`src/hdl/twil_pkg.sv`:
```
// Shared types and constants for the time-windowed satellite number lookup.
// Holds the beat structs, the entry record, status codes and the
// controller/datapath command and status groups. Depends on nothing.
package twil_pkg;

    // Default table dimensions.
    localparam int NUM_PRN_DEF         = 101;
    localparam int ENTRIES_PER_PRN_DEF = 16;

    // Width of every time field: signed 32.16 fixed-point seconds.
    localparam int TIME_W = 48;

    // Item modes.
    localparam logic MODE_APPEND = 1'b0;
    localparam logic MODE_QUERY  = 1'b1;

    // Result status codes.
    localparam logic [1:0] STAT_OK    = 2'd0;
    localparam logic [1:0] STAT_RANGE = 2'd1;
    localparam logic [1:0] STAT_FULL  = 2'd2;

    // One input beat.
    typedef struct packed {
        logic                     mode;
        logic [7:0]               prn;
        logic signed [TIME_W-1:0] query_time;
        logic [7:0]               sat_id;
        logic signed [TIME_W-1:0] act_time;
        logic signed [TIME_W-1:0] end_time;
        logic                     has_end;
    } item_t;

    // One result beat.
    typedef struct packed {
        logic [7:0] gps_number;
        logic [1:0] status;
    } result_t;

    // One stored assignment.
    typedef struct packed {
        logic [7:0]               sat_id;
        logic signed [TIME_W-1:0] act_time;
        logic signed [TIME_W-1:0] end_time;
        logic                     has_end;
    } entry_t;

    // Controller states.
    typedef enum logic [1:0] {
        ST_IDLE,
        ST_DECIDE,
        ST_SCAN
    } state_t;

    // Commands from the controller to the datapath.
    typedef struct packed {
        logic capture;  // take the input beat and read its code's count
        logic decide;   // count is ready: classify, append or prepare a scan
        logic scan;     // one scan step
        logic reply;    // present the result on the next cycle
    } twil_cmd_t;

    // Status from the datapath to the controller.
    typedef struct packed {
        logic go_scan;    // valid code and a query
        logic scan_done;  // the scan has settled its answer this cycle
    } twil_sts_t;

endpackage

```
`src/hdl/twil_ctrl.sv`:
```
// Controller state machine for the lookup: accepts beats, sequences the
// count check, the append and the entry scan. Depends on twil_pkg.
module twil_ctrl
    import twil_pkg::*;
(
    input  logic      clk,
    input  logic      rst_n,
    input  logic      start,
    output logic      busy,
    output twil_cmd_t cmd,
    input  twil_sts_t sts
);

    state_t state_reg;
    state_t state_next;

    // State register.
    always_ff @(posedge clk or negedge rst_n)
    begin
        if (!rst_n)
        begin
            state_reg <= ST_IDLE;
        end
        else
        begin
            state_reg <= state_next;
        end
    end

    // Next state and commands.
    always_comb
    begin
        state_next  = state_reg;
        cmd         = '0;
        busy        = 1'b1;
        case (state_reg)
            ST_IDLE:
            begin
                busy = 1'b0;
                if (start)
                begin
                    cmd.capture = 1'b1;
                    state_next  = ST_DECIDE;
                end
            end
            ST_DECIDE:
            begin
                cmd.decide = 1'b1;
                if (sts.go_scan)
                begin
                    state_next = ST_SCAN;
                end
                else
                begin
                    cmd.reply  = 1'b1;
                    state_next = ST_IDLE;
                end
            end
            ST_SCAN:
            begin
                cmd.scan = 1'b1;
                if (sts.scan_done)
                begin
                    cmd.reply  = 1'b1;
                    state_next = ST_IDLE;
                end
            end
            default:
            begin
                state_next = ST_IDLE;
            end
        endcase
    end

endmodule

```
`config.mk`:
```
export PLATFORM = sky130hd
export DESIGN_NAME = twil_ctrl
export DESIGN_NICKNAME = d
export VERILOG_FILES = /design/src/hdl/twil_pkg.sv /design/src/hdl/twil_ctrl.sv
export SDC_FILE = /design/constraint.sdc
export NUM_CORES = 1
export LEC_CHECK = 0
export BUFFER_PORTS_ARGS = -buffer_cell sky130_fd_sc_hd__buf_2
export CORE_AREA = 3 3 40 42
export CTS_CLUSTER_SIZE = 12
export DETAILED_ROUTE_END_ITERATION = 6
export DIE_AREA = 0 0 43 45
export PLACE_DENSITY = 0.42
export SLEW_MARGIN = 40
export SYNTH_ARGS = -nofsm -noshare
export SYNTH_HDL_FRONTEND = slang
export SYNTH_SLANG_ARGS = --single-unit
```
`constraint.sdc`:
```
create_clock -name clk -period 1.5 [get_ports clk]
set_clock_uncertainty 0.15 [all_clocks]
set_input_delay 0.3 -clock clk [delete_from_list [all_inputs] [get_ports clk]]
set_output_delay 0.3 -clock clk [all_outputs]
set_load 0.01 [all_outputs]
```
==> impl_metrics.env, run 1 <==
export IMPL_core_area_mm2=0.00128
export IMPL_switching_share_pct=38.3
export IMPL_design_portCount=10
export IMPL_synth_area_leaders="ha_1 33%, dfrtp_1 26%, inv_1 7.9%"
export IMPL_drc=0
export IMPL_portBuffers=9
export IMPL_insertion_delay_ps=220
export IMPL_hp_class="in2reg"
export IMPL_leakagePower_nw=0.198
export IMPL_violations="negative setup slack"
export IMPL_antenna_found_initial=0
export IMPL_outcome="complete, but fails checks"
export IMPL_drt_wl_total_um=535
export IMPL_period_minus_slack_ps=1650
export IMPL_critPathLaunch="state_reg[0]"
export IMPL_grt_use_total_pct=6.99
export IMPL_antenna_left=0
export IMPL_critical_path_arrival_ps=1200
export IMPL_crit_fanout=4
export IMPL_drt_pass1_iterations=2
export IMPL_cts_tree="done"
export IMPL_worstPathRequired_ps=1050
export IMPL_synth_seq_cells=2
export IMPL_worstReg2RegEnd="state_reg[0]"
export IMPL_grt_max_degree=5
export IMPL_dieArea_mm2=0.00194
export IMPL_drv_cap=0
export IMPL_p_int_uw=539
export IMPL_power_density_mw_per_mm2=2150
export IMPL_clk_pin_slew_ps=30
export IMPL_fin_crit_sh_pct=110
export IMPL_nets=52
export IMPL_hold_viol=0
export IMPL_worst_pin_slew_ps=130
export IMPL_clock_root_buffer="clkbuf_4"
export IMPL_worstHoldEndpoint="state_reg[1]"
export IMPL_avgSynthCellArea_um2=9.94
export IMPL_critPathCaptureType="output pin"
export IMPL_start_kind="flip-flop"
export IMPL_ys_seq_area_share_pct=26.5
export IMPL_drt_iter0_markers=1
export IMPL_critPathKind="reg2out"
export IMPL_reg2reg_depth=5
export IMPL_gr_total_overflow=0
export IMPL_hold_start="sts[1]"
export IMPL_cts_max_level=1
export IMPL_holdWs_ps=202
export IMPL_dpl_instance_area_um2=275
export IMPL_ir_drop_v=0.000808
export IMPL_die_width_um=43
export IMPL_layout_common_cells="8 x buf_4, 7 x buf_2, 3 x ha_4, 3 x clkbuf_4"
export IMPL_grt_pass1_vias=255
export IMPL_stdcell_area_um2=407
export IMPL_synth_top_area_cell="ha_1"
export IMPL_drive_gt1_share_pct=72.5
export IMPL_slew_headroom_pct=91.1
export IMPL_p_seq_share_pct=12.2
export IMPL_ys_types=10
export IMPL_p_clk_share_pct=13.6
export IMPL_clock_path_buffers=2
export IMPL_fmax_ghz=0.606
export IMPL_rows=13
export IMPL_syn_area_um2=189
export IMPL_viasPerCell=3.76
export IMPL_start_util_pct=14.7
export IMPL_num_antenna_cells=0
export IMPL_final_max_slew_viol_count=0
export IMPL_numCtsBuffers=3
export IMPL_hold_depth=3
export IMPL_syn_nets=29
export IMPL_wl_per_cell_um=9.73
export IMPL_dpl_hpwl_um=347
export IMPL_die_h_um=45
export IMPL_clock_sinks=2
export IMPL_gp_congestion=0.771
export IMPL_yosysTopAreaCellShare_pct=33.1
export IMPL_synthCells=19
export IMPL_fillers=142
export IMPL_totalNegativeSetupSlack_ps=-361
export IMPL_vias=207
export IMPL_rsz0062_at_grt="yes"
export IMPL_largest_reg_flops=2
export IMPL_power_switching_uw=335
export IMPL_reg2reg_slack_ps=50
export IMPL_pwr_share_comb_pct=74.2
export IMPL_grt_first_pass_wirelength_um=959
export IMPL_reg2reg_from="state_reg[0]"
export IMPL_layout_commonest_cell="buf_4"
export IMPL_area_delta_synth_final_pct=115
export IMPL_ys_warn_count=0
export IMPL_setup_violations=4
export IMPL_setup_ws_ps=-150
[routing by layer]
metal | vias to the layer above | track usage (%) | share of wire (%)
met5 | - | 0 | 0
met4 | 0 | 5.42 | 0
met1 | 96 | 5.54 | 35
met3 | 0 | 3.19 | 13
met2 | 10 | 13.2 | 52
li1 | 101 | - | -
[worst max-delay path by stage]
stage / slack [ps] / depth (start not counted) / to
global placement: -9 / 5 / state_reg[0]
detailed placement: -20 / 5 / state_reg[0]
global route: -200 / 5 / cmd[0]
floorplan: 30 / 5 / state_reg[0]
CTS: -160 / 4 / cmd[0]
finish: -150 / 4 / cmd[0]
[repair_timing]
item                                   4_1_cts  5_1_grt
hold buffers                                 1        0
pin swaps                                    1        2
endpoints found under the hold margin        2        0
setup endpoints to repair                    6        7
resized for setup                           11        3
buffers inserted                             4        1
[through the flow]
step	instances	util (%)	total power [mW]	worst slack [ps]
5_1_grt	55	31.6	0.971	-196
6_report	55	31.6	0.874	-150
3_3_place_gp	46	21.4	0.473	-9.06
2_1_floorplan	19	-	0.321	25.2
4_1_cts	54	30.2	0.810	-165
3_5_place_dp	46	21.4	0.489	-15.2
[cell usage after synthesis]
| cell type | n |
|---|---|
| dfrtp_1 | 2 |
| mux2_1 | 1 |
| inv_1 | 4 |
| o22ai_2 | 1 |
| nand2_1 | 2 |
| mux2i_1 | 1 |
| and2_1 | 1 |
| nand2b_1 | 1 |
| a21boi_0 | 1 |
| ha_1 | 5 |
[final cells by class]
| cell class | count | area [um^2] | share of cell area [%] |
|---|---|---|---|
| well taps | 15 | 18.8 | 4.62 |
| repair buffers | 18 | 128 | 31.4 |
| clock buffers | 3 | 22.5 | 5.54 |
| multi-input cells | 13 | 168 | 41.2 |
| inverters | 4 | 20.0 | 4.92 |
| flip-flops and latches | 2 | 50.0 | 12.3 |
[cell families after synthesis]
group	Yosys count	synth area share, %
buffers and inverters	4	7.94
adder cells (fa/ha/maj)	5	33.1
multiplexers	2	11.3
flip-flops	2	26.5
AND/OR/NAND/NOR	4	10.6
AO/OA/AOI/OAI	2	10.6
[power groups by stage]
stage	combinational [mW]	sequential (mW)	clock (mW)
3_3_place_gp	0.373	0.101	0
5_1_grt	0.728	0.109	0.134
4_1_cts	0.580	0.0996	0.130
3_5_place_dp	0.389	0.101	0
6_report	0.649	0.107	0.119
2_1_floorplan	0.222	0.0993	0
[critical path, cell delays in order, from the launching register on]
cell and delay, ps:
dfrtp_1 390, inv_4 110, ha_4 200, a21boi_2 140, buf_2 130
Note: power is estimated with default switching activity, not from simulation.
==> run 2, diff against run 1 <==
Settings changed: CTS_BUF_LIST set to sky130_fd_sc_hd__clkbuf_16.
==> run 2 against run 1 <==
The run still ends with negative setup slack left. Flip-flop and latch count is the same. Fmax shrank 0.47%. Hold slack is essentially flat. Non-clock buffer count grew 2. Critical path depth is the same. Clock power increased to 3.4 times the previous value. Power grew 42%. First-iteration DRC count stayed put. Register-to-register slack about the same. Combinational power is 14% higher. Sequential share of layout area down 2.1 points. Global-route usage fell by 0.25 points. Critical path type unchanged. Largest power group unchanged.
==> impl_metrics.env, run 2 (synthesized netlist as in run 1, its figures left out) <==
export IMPL_layout_commonest_cell="buf_4"
export IMPL_crit_fanout=4
export IMPL_layout_common_cells="10 x buf_4, 6 x buf_2, 4 x inv_2, 4 x ha_4"
export IMPL_start_util_pct=14.7
export IMPL_viasPerCell=3.96
export IMPL_critPathCaptureType="output pin"
export IMPL_grt_pass1_vias=234
export IMPL_crit_chain="inv_2 -> ha_4 -> a21boi_2 -> buf_2"
export IMPL_rsz0062_at_grt="yes"
export IMPL_final_util_pct=38.3
export IMPL_ir_drop_v=0.00114
export IMPL_wl_per_cell_um=10.5
export IMPL_cts_max_level=1
export IMPL_nets=54
export IMPL_clock_root_buffer="clkbuf_16"
export IMPL_die_width_um=43
export IMPL_die_h_um=45
export IMPL_cpMaxStageDelayCell="dfrtp_1"
export IMPL_drv_cap=0
export IMPL_drt_iter0_markers=1
export IMPL_drive_gt1_share_pct=81.0
export IMPL_drt_wl_total_um=597
export IMPL_vias=226
export IMPL_leakagePower_nw=0.234
export IMPL_clock_path_buffers=2
export IMPL_max_stage_delay_ps=370
export IMPL_multiInputGateArea_um2=184
export IMPL_grt_use_total_pct=6.74
export IMPL_num_antenna_cells=0
export IMPL_grt_busiest_layer="met2"
export IMPL_fmax_ghz=0.603
export IMPL_use_met3_pct=4.38
export IMPL_worstPathRequired_ps=1050
export IMPL_rows=13
export IMPL_hp_class="in2reg"
export IMPL_start_kind="flip-flop"
export IMPL_dpl_instance_area_um2=275
export IMPL_outcome="complete, but fails checks"
export IMPL_hold_start="sts[1]"
export IMPL_drt_pass1_iterations=2
export IMPL_totalNegativeSetupSlack_ps=-329
export IMPL_hold_viol=0
export IMPL_setup_violations=3
export IMPL_worst_pin_slew_ps=174
export IMPL_antenna_left=0
export IMPL_use_met2_pct=10.2
export IMPL_critPathLaunch="state_reg[0]"
export IMPL_fillers=135
export IMPL_holdWs_ps=203
export IMPL_stdcell_area_um2=492
export IMPL_grt_max_degree=5
export IMPL_violations="negative setup slack"
export IMPL_area_delta_synth_final_pct=160
export IMPL_fin_crit_sh_pct=111
export IMPL_final_max_slew_viol_count=0
export IMPL_cts_tree="done"
export IMPL_setup_ws_ps=-158
export IMPL_clk_pin_slew_ps=30
export IMPL_drc=0
export IMPL_numCtsBuffers=3
export IMPL_insertion_delay_ps=220
export IMPL_portBuffers=9
export IMPL_dieArea_mm2=0.00194
export IMPL_gp_congestion=0.771
export IMPL_clock_sinks=2
export IMPL_regArea_um2=50.0
export IMPL_period_minus_slack_ps=1660
export IMPL_dpl_hpwl_um=347
export IMPL_slew_headroom_pct=88.4
export IMPL_core_area_mm2=0.00128
export IMPL_critPathKind="reg2out"
export IMPL_design_portCount=10
export IMPL_met1_usage_pct=5.78
export IMPL_critical_path_arrival_ps=1210
export IMPL_power_density_mw_per_mm2=2520
export IMPL_reg2reg_from="state_reg[0]"
export IMPL_grt_first_pass_wirelength_um=876
export IMPL_antenna_found_initial=0
export IMPL_gr_total_overflow=0
export IMPL_largest_reg_flops=2
[run 2: cell count changes in the layout (fill, tap and decap cells not counted), sizes merged]
cell	before	now
buf	17	19
[run 2: timing repair]
item	CTS	global route
hold endpoints to repair	2	0
hold buffers	1	0
endpoints found under the setup margin	6	7
buffers inserted	4	4
gates resized for setup	7	10
pin swaps	0	3
cloned	0	0
[run 2: routing by layer]
| metal | wire [um] | vias up |
|---|---|---|
| li1 | - | 106 |
| met1 | 221 | 104 |
| met2 | 271 | 13 |
| met3 | 82 | 3 |
| met4 | 21 | 0 |
| met5 | 0 | - |
[run 2: layout make-up]
cell class              count  area share (%)
inverters                   4            3.05
repair buffers             20            30.3
multi-input cells          13            37.4
well taps                  15            3.82
flip-flops and latches      2            10.2
clock buffers               3            15.3
[run 2: metrics by stage]
step	setup WS (ps)	std cells	power, mW
2_1_floorplan	25.2	19	0.321
3_3_place_gp	-9.06	46	0.473
3_5_place_dp	-15.2	46	0.489
4_1_cts	-154	53	1.01
5_1_grt	-199	57	1.34
6_report	-158	57	1.24
[run 2: critical path, delay by kind of cell, from the launching register on]
| kind | cells | cell delay [ps] |
|---|---|---|
| fa+ha+maj | 1 | 210 |
| flops | 1 | 370 |
| buf+inv | 2 | 260 |
| compound gates | 1 | 140 |
[run 2: power by group]
part           leakage [nW]  switching [mW]  total [mW]  internal [mW]
Sequential           0.0251          0.0173      0.0998         0.0825
Clock                0.0370          0.0618       0.401          0.339
Combinational         0.172           0.307       0.738          0.430
[run 2: final timing paths]
check | slack, ps | cells past startpoint | to
min in group asynchronous | 240 | 2 | state_reg[0]
max | -160 | 4 | cmd[0]
max in group asynchronous | 860 | 2 | state_reg[1]
min | 200 | 3 | state_reg[1]
max reg2reg | 60 | 5 | state_reg[0]
min reg2reg | 500 | 2 | state_reg[0]
==> run 3, diff against run 2 <==
Settings changed: ABC_AREA set to 1, PLACE_DENSITY 0.42 to 0.44.
==> run 3 against run 2 <==
The flow still finishes with violations (negative setup slack). Worst setup slack lost 25 ps. Non-clock buffer count shrank 3. Die area is the same. Critical path depth is the same. Sequential power grew 26%. Synthesized cell count grew 53%. Synthesized area grew 11%. Routed wire length shrank 3.2%. Fmax shrank 1.5%. Power shrank 3.5%. Sequential share of layout area grew 0.23 points. Critical endpoint unchanged. Largest power group unchanged. Highest routed layer is now met3.
==> impl_metrics.env, run 3 <==
export IMPL_async_flop_share_pct=100
export IMPL_period_minus_slack_ps=1680
export IMPL_endpoint="cmd[0]"
export IMPL_synth_seq_cells=2
export IMPL_dpl_hpwl_um=346
export IMPL_ys_types=7
export IMPL_worst_pin_slew_ps=138
export IMPL_clock_sinks=2
export IMPL_ys_seq_area_share_pct=24.0
export IMPL_drc=0
export IMPL_grt_first_pass_wirelength_um=952
export IMPL_p_int_uw=798
export IMPL_start_kind="flip-flop"
export IMPL_portBuffers=9
export IMPL_critPathCaptureType="output pin"
export IMPL_critPathLaunch="state_reg[0]"
export IMPL_critical_path_arrival_ps=1230
export IMPL_instances_no_fill=64
export IMPL_core_area_mm2=0.00128
export IMPL_fmax_ghz=0.594
export IMPL_final_max_slew_viol_count=0
export IMPL_met1_length_um=226
export IMPL_die_h_um=45
export IMPL_wl_per_cell_um=9.03
export IMPL_gr_total_overflow=0
export IMPL_grt_pass1_vias=231
export IMPL_largest_reg_flops=2
export IMPL_viasPerCell=3.59
export IMPL_dp_cells=55
export IMPL_crit_fanout=3
export IMPL_wl_met3_um=36
export IMPL_clk_pin_slew_ps=30
export IMPL_slew_headroom_pct=90.8
export IMPL_fin_crit_sh_pct=112
export IMPL_routed_top_layer="met3"
export IMPL_fillers=131
export IMPL_grt_max_degree=4
export IMPL_violations="negative setup slack"
export IMPL_multiInputGateArea_um2=185
export IMPL_antenna_found_initial=0
export IMPL_synthCells=29
export IMPL_worstReg2RegEnd="state_reg[0]"
export IMPL_rows=13
export IMPL_outcome="complete, but fails checks"
export IMPL_syn_nets=39
export IMPL_numCtsBuffers=3
export IMPL_die_width_um=43
export IMPL_synth_area_leaders="ha_1 30%, dfrtp_1 24%, inv_1 14%"
export IMPL_power_density_mw_per_mm2=2420
export IMPL_drv_cap=0
export IMPL_cts_max_level=1
export IMPL_p_clk_share_pct=33.2
export IMPL_drt_pass1_iterations=2
export IMPL_drive_gt1_share_pct=67.3
export IMPL_reg2reg_slack_ps=190
export IMPL_insertion_delay_ps=220
export IMPL_synth_edf_count=0
export IMPL_area_delta_synth_final_pct=136
export IMPL_regArea_um2=51.3
export IMPL_gp_congestion=0.649
export IMPL_synth_main_ff_cell="dfrtp_1"
export IMPL_avgSynthCellArea_um2=7.21
export IMPL_num_antenna_cells=0
export IMPL_leakagePower_nw=0.258
export IMPL_clock_root_buffer="clkbuf_16"
export IMPL_power_switching_uw=397
export IMPL_grt_use_total_pct=6.83
export IMPL_ir_drop_v=0.00112
export IMPL_synth_top_area_cell="ha_1"
export IMPL_setup_ws_ps=-182
export IMPL_p_seq_share_pct=10.5
export IMPL_reg2reg_from="state_reg[0]"
export IMPL_layout_common_cells="7 x nand2_1, 6 x buf_2, 6 x buf_4"
export IMPL_layout_commonest_cell="nand2_1"
export IMPL_hold_viol=0
export IMPL_yosysTopAreaCellShare_pct=29.9
export IMPL_vias=230
export IMPL_rsz0062_at_grt="yes"
export IMPL_dieArea_mm2=0.00194
export IMPL_cts_tree="done"
export IMPL_nets=61
export IMPL_drt_iter0_markers=1
export IMPL_clock_path_buffers=2
export IMPL_reg2reg_depth=6
export IMPL_antenna_left=0
export IMPL_drt_wl_total_um=578
export IMPL_start_util_pct=16.3
export IMPL_ys_warn_count=0
export IMPL_switching_share_pct=33.2
export IMPL_dr_wl_met2_um=315
export IMPL_setup_violations=3
export IMPL_syn_area_um2=209
export IMPL_critPathKind="reg2out"
export IMPL_synth_common_cells="8 x inv_1, 8 x nand2_1, 5 x ha_1"
export IMPL_pwr_share_comb_pct=56.3
export IMPL_worstPathRequired_ps=1050
export IMPL_design_portCount=10
export IMPL_holdWs_ps=252
export IMPL_hp_class="in2async"
run 3: worst min-delay path by stage:
stage	start	to	slack, ps	cells past startpoint
finish	rst_n	state_reg[0]	250	2
global route	rst_n	state_reg[0]	260	2
CTS	rst_n	state_reg[0]	240	2
detailed placement	rst_n	state_reg[0]	-60	1
global placement	rst_n	state_reg[0]	-60	1
floorplan	rst_n	state_reg[0]	-150	0
run 3: cells by family after synthesis:
logic type	synth area share, %
adder cells (fa/ha/maj)	29.9
flip-flops	24.0
buffers and inverters	14.4
AND/OR/NAND/NOR	28.1
AO/OA/AOI/OAI	3.59
run 3: timing repair:
item                                   4_1_cts  5_1_grt
gates resized for setup                     11        9
setup buffers                                4        2
endpoints found under the hold margin        2        0
pin swaps                                    1        4
setup endpoints to repair                    4        5
hold buffers                                 1        0
run 3: power groups by stage:
| stage | Sequential, mW | Clock [mW] | Combinational (mW) |
|---|---|---|---|
| after floorplan | 0.103 | 0 | 0.244 |
| after global placement | 0.108 | 0 | 0.379 |
| after detailed placement | 0.108 | 0 | 0.379 |
| after CTS | 0.111 | 0.405 | 0.578 |
| after global routing | 0.132 | 0.414 | 0.748 |
| final | 0.126 | 0.396 | 0.673 |
run 3: worst max-delay path, cell delays in order, from the launching register on:
cell and delay (ps):
dfrtp_2 440, inv_4 100, ha_4 200, a21boi_2 140, buf_2 130
run 3: metal layers:
| layer | up-vias | GRT usage, % |
|---|---|---|
| met4 | 0 | 5.42 |
| met3 | 0 | 1.59 |
| met5 | - | 0 |
| met1 | 100 | 6.51 |
| met2 | 7 | 12.6 |
| li1 | 123 | - |
run 3: metrics by stage:
| step | power, mW | utilization (%) | area [um^2] | worst slack, ps | TNS (ps) |
|---|---|---|---|---|---|
| CTS | 1.09 | 35.3 | 454 | -178 | -379 |
| global placement | 0.487 | 22.4 | 288 | 13.7 | 0 |
| global route | 1.29 | 38.4 | 493 | -222 | -544 |
| floorplan | 0.347 | - | 209 | 73.4 | 0 |
| finish | 1.19 | 38.4 | 493 | -182 | -376 |
| detailed placement | 0.487 | 22.4 | 288 | 1.70 | 0 |
run 3: area by class of cell:
cell class	instances	area share (%)
tap	15	3.81
sequential	2	10.4
timing repair buffer	17	26.4
multi-input combinational	19	37.6
clock buffer	3	15.2
inverter	8	6.60
